--- src/rtl/pda_pkg.sv ---
package pda_pkg;

   localparam int MaxBins = 4096;
   localparam int CountW = 13;
   localparam int TotalW = 48;
   localparam logic [TotalW-1:0] TotalMax = {TotalW{1'b1}};
   localparam logic [CountW-1:0] CountCap =
      (MaxBins < (1 << CountW) - 1) ? CountW'(MaxBins) : {CountW{1'b1}};
   localparam logic [29:0] Ln2Q30 = 30'd744261118;

   typedef struct packed {
      logic [31:0] data_count;
      logic [31:0] model_count;
      logic        masked;
      logic        last_bin;
   } req_type;

   typedef struct packed {
      logic [TotalW-1:0] deviance_total;
      logic [CountW-1:0] bins_used;
   } rsp_type;

   // controller -> datapath
   typedef struct packed {
      logic load;      // capture request, start log of data_count
      logic log_step;  // one squaring iteration
      logic log_m;     // hold data log, switch log unit to model_count
      logic ln_mul;    // log difference and its sign
      logic d_mul;     // log difference times ln 2
      logic term;      // d times ln magnitude, rounded
      logic acc;       // form clamped term
      logic sum;       // add doubled term into total, bump count
      logic emit;      // copy total to output, clear
   } cmd_type;

   typedef struct packed {
      logic last;
   } sts_type;

endpackage

--- src/rtl/pda_ctrl.sv ---
module pda_ctrl (
   input  logic             clock,
   input  logic             reset,
   input  logic             req_valid,
   output logic             req_stall,
   output logic             rsp_valid,
   input  logic             rsp_stall,
   input  pda_pkg::sts_type sts,
   output pda_pkg::cmd_type cmd
);
   import pda_pkg::*;

   localparam logic [3:0] S_IDLE = 4'd0, S_LOGD = 4'd1, S_SWAP = 4'd2, S_LOGM = 4'd3,
      S_LN = 4'd4, S_MUL = 4'd5, S_TERM = 4'd6, S_ACC = 4'd7, S_SUM = 4'd8,
      S_FIN = 4'd9;

   logic [3:0] state_ff, state_in;
   logic [3:0] cnt_ff, cnt_in;
   logic       vld_ff, vld_in;

   always_comb begin
      state_in = state_ff;
      cnt_in = cnt_ff;
      vld_in = vld_ff && rsp_stall;
      cmd = '0;
      req_stall = 1'b1;
      unique case (state_ff)
         S_IDLE: begin
            req_stall = 1'b0;
            if (req_valid) begin
               cmd.load = 1'b1;
               cnt_in = '0;
               state_in = S_LOGD;
            end
         end
         S_LOGD, S_LOGM: begin
            cmd.log_step = 1'b1;
            cnt_in = cnt_ff + 1'b1;
            if (cnt_ff == 4'd15) begin
               if (state_ff == S_LOGD) begin
                  state_in = S_SWAP;
               end else begin
                  state_in = S_LN;
               end
            end
         end
         S_SWAP: begin
            cmd.log_m = 1'b1;
            cnt_in = '0;
            state_in = S_LOGM;
         end
         S_LN: begin
            cmd.ln_mul = 1'b1;
            state_in = S_MUL;
         end
         S_MUL: begin
            cmd.d_mul = 1'b1;
            state_in = S_TERM;
         end
         S_TERM: begin
            cmd.term = 1'b1;
            state_in = S_ACC;
         end
         S_ACC: begin
            cmd.acc = 1'b1;
            state_in = S_SUM;
         end
         S_SUM: begin
            cmd.sum = 1'b1;
            state_in = S_FIN;
         end
         S_FIN: begin
            // on the last bin, emit once the output slot is free; otherwise return to idle
            if (!sts.last) begin
               state_in = S_IDLE;
            end else if (!vld_ff || !rsp_stall) begin
               cmd.emit = 1'b1;
               vld_in = 1'b1;
               state_in = S_IDLE;
            end
         end
         default: state_in = S_IDLE;
      endcase
   end

   always_ff @(posedge clock) begin
      if (reset) begin
         state_ff <= S_IDLE;
         cnt_ff <= '0;
         vld_ff <= 1'b0;
      end else begin
         state_ff <= state_in;
         cnt_ff <= cnt_in;
         vld_ff <= vld_in;
      end
   end

   assign rsp_valid = vld_ff;
endmodule

--- config.mk ---
export PLATFORM = sky130hd
export DESIGN_NAME = pda_ctrl
export DESIGN_NICKNAME = d
export VERILOG_FILES = /design/src/rtl/pda_pkg.sv /design/src/rtl/pda_ctrl.sv
export SDC_FILE = /design/constraint.sdc
export NUM_CORES = 1
export LEC_CHECK = 0
export ABC_CLOCK_PERIOD_IN_PS = 1900
export CAP_MARGIN = 40
export CELL_PAD_IN_SITES_DETAIL_PLACEMENT = 1
export CELL_PAD_IN_SITES_GLOBAL_PLACEMENT = 1
export CORE_MARGIN = 2
export CORE_UTILIZATION = 41
export CTS_BUF_LIST = sky130_fd_sc_hd__clkbuf_16
export DETAILED_ROUTE_END_ITERATION = 16
export DONT_BUFFER_PORTS = 1
export PLACE_DENSITY_LB_ADDON = 0.1
export REMOVE_ABC_BUFFERS = 1
export SLEW_MARGIN = 20
export SYNTH_ARGS = -nofsm -noshare
export SYNTH_HDL_FRONTEND = slang
export SYNTH_SLANG_ARGS = --single-unit
--- constraint.sdc ---
create_clock -name clock -period 1.9 [get_ports clock]
set_input_delay 0.285 -clock clock [delete_from_list [all_inputs] [get_ports clock]]
set_output_delay 0.285 -clock clock [all_outputs]
set_load 0.01 [all_outputs]
==> metrics.csv <==
stage;metric;value;unit
global_routing;antenna_found_initial;0;
cts;clock-sinks;9;
global_routing;grt_pass1_wl;2.06;mm
floorplanning;num_rows;13;
power;total_power;952;uW
layout;synthToLayoutAreaGrowth;17.0;%
sta;rsz0062_at_grt;false;
worst_setup_path;cp_slowest_stage_delay;0.49;ns
worst_setup_path;path_max_fanout;9;
power;vdd_ir_drop_max;0.683;mV
worst_setup_path;crit_slowest_cell;dfxtp_1;
drt;vias_per_cell;5.61;
sta;setup_slack;0.125;ns
sta;post-route-period-util;0.934;
floorplanning;die_h;40.9;um
yosys;synth_cells;70;
cts;clk_latency;0.23;ns
cts;cts_tree;done;
sta;relSlewSlack;0.725;
run;drv_cap;0;
cts;cts_buffers;3;
placement;port_buffers;0;
worst_setup_path;critical_path_class;reg2out;
layout;postLayoutCoreUtil;0.508;
layout;fin_area;653;sq um
yosys;netlist_area;558;sq um
placement;dp_slack;0.360;ns
drt;first_pass_iters;4;
floorplanning;die_width;40.9;um
sta;hold_viol;0;
placement;placed_area;574;sq um
yosys;yosysUniqueCellTypes;28;
global_routing;grt-ovfl-total;0;
power;p_leak;0.243;nW
sta;fin_crit;1.78;ns
cts;hold_buffers;0;
global_routing;grt_max_degree;11;
sta;fin_skew;0.000467;ns
layout;layout-drive-gt1-share;0.164;
yosys;ys_warn_count;0;
cts;cts-htree-levels;1;
power;pwr_density_cell;1460;nW/um^2
sta;setup_viol;0;
cts;clkTransAtPathRegs;0.04;ns
run_status;outcome;complete, no violations;
yosys;yosys_register_bits;9;
worst_setup_path;startpoint_type;register;
cts;cts_max_path_buffers;2;
yosys;syn_area_per_cell;7.97;sq um
floorplanning;initial_utilization;0.434;
sta;tns;0;ns
floorplanning;boundaryPins;16;
worst_setup_path;path_buf_inv;0;
layout;diodes;0;
floorplanning;core;1280;sq um
sta;worstMarginPinSlew;0.411;ns
cts;post_cts_resized;0;
worst_setup_path;setup.worst_path.end_class;output pin;
yosys;synth_seq_area_share;0.323;
layout;nets;80;
drt;ant_nets;0;
drt;drc;0;
drt;post_drt_wl_per_cell;14.7;um
worst_setup_path;crit_family;simple AND/OR/NAND/NOR gates;
global_routing;grt_pass1_vias;453;
sta;final-max-slew-violation-count;0;
cts;clockRootBuffer;clkbuf_16;
cts;post_cts_buffers;0;
worst_hold_path;min_path_type;in2reg;
drt;wl;1.29;mm
worst_setup_path;arrival;1.49;ns
sta;fmax;563;MHz
floorplanning;dieArea;1670;sq um
drt;num_vias;494;
worst_setup_path;path_cells;nand2b_1, or3_4, a21oi_1;
worst_setup_path;crit_required;1.62;ns
placement;hpwl;948;um
drt;drt-initial-drc-count;4;
global_routing;grt_util_all_layers;0.194;
placement;gp_routability_congestion;0.704;
## logic make-up (layout without fill, tap and decap cells)
kind of cell               count (synthesis)  in the layout  synth area share
muxes                                      3              3            0.0538
and+or+nand+nor                           37             37             0.363
DFF                                        9              9             0.323
adders and majority gates                  1              1            0.0224
buffers and inverters                      5              8            0.0516
AOI/OAI and AO/OA                         15             15             0.186
## per-layer routing
metal / global-route usage / routed length, um / part of all wire / vias up
met5: 0 / 0 / 0 / -
met4: 0.0750 / 0 / 0 / 0
met3: 0.0978 / 73 / 0.056 / 0
met2: 0.289 / 599 / 0.46 / 10
met1: 0.235 / 620 / 0.48 / 230
li1: - / - / - / 254
## synth_stat cells (all sizes together)
cell     number  area (sq um)
a211oi        2          15.0
a21oi         6          30.0
a22oi         1          7.51
and3          1          6.26
buf           4          25.0
dfxtp         9           180
ha            1          12.5
inv           1          3.75
mux2i         3          30.0
nand2         6          25.0
nand2b        5          38.8
nand3         5          25.0
nand3b        1          7.51
nor2         10          37.5
nor2b         1          6.26
nor3          5          25.0
nor3b         2          20.0
o21ai         3          15.0
o221ai        1          15.0
o2bb2ai       1          8.76
o31ai         1          12.5
or3           1          11.3
## flip-flops by register name, indices dropped and copies added, names as in the netlist
name / count
cnt_ff: 4
rsp_valid: 1
state_ff: 4
## report_power, final
group / switching, mW / internal (mW)
logic: 0.164 / 0.138
clock network: 0.0900 / 0.275
registers: 0.0638 / 0.221
total: 0.318 / 0.634
## layout make-up
cell class / count / area [sq um]
clock buffers: 3 / 75.1
clock inverters: 1 / 3.75
fillers: 161 / 632
inverters: 1 / 3.75
multi-input cells: 56 / 349
flip-flops and latches: 9 / 180
well taps: 15 / 18.8
repair buffers: 3 / 22.5
## stage by stage
stage | hold WS [ns] | std cells
4_1_cts | 0.114 | 88
3_3_place_gp | 0.357 | 84
6_report | 0.117 | 88
2_1_floorplan | 0.354 | 66
5_1_grt | 0.109 | 88
3_5_place_dp | 0.358 | 84
## worst paths after layout
path,startpoint,end,slack (ns),cells past startpoint
max,state_ff[3],cmd[0],0.12,3
min,reset,cnt_ff[3],0.12,1
max reg2reg,state_ff[0],state_ff[0],0.44,4
min reg2reg,cnt_ff[1],cnt_ff[1],0.47,2
## cell usage in the layout (no fill, tap or decap)
master     instances
nor2_1            10
dfxtp_1            9
a21oi_1            6
nor3_1             5
nand2_1            5
nand3_1            5
nand2b_1           4
mux2i_1            3
clkbuf_16          3
buf_4              3
inv_1              2
a211oi_1           2
o21ai_0            2
nor3b_2            1
nand2b_4           1
or3_4              1
and3_1             1
o31ai_2            1
nand2_2            1
nor3b_1            1
o2bb2ai_1          1
a22oi_1            1
o221ai_2           1
nor2b_1            1
o21ai_1            1
nand3b_1           1
ha_1               1
Note: power is estimated with default switching activity, not from simulation.
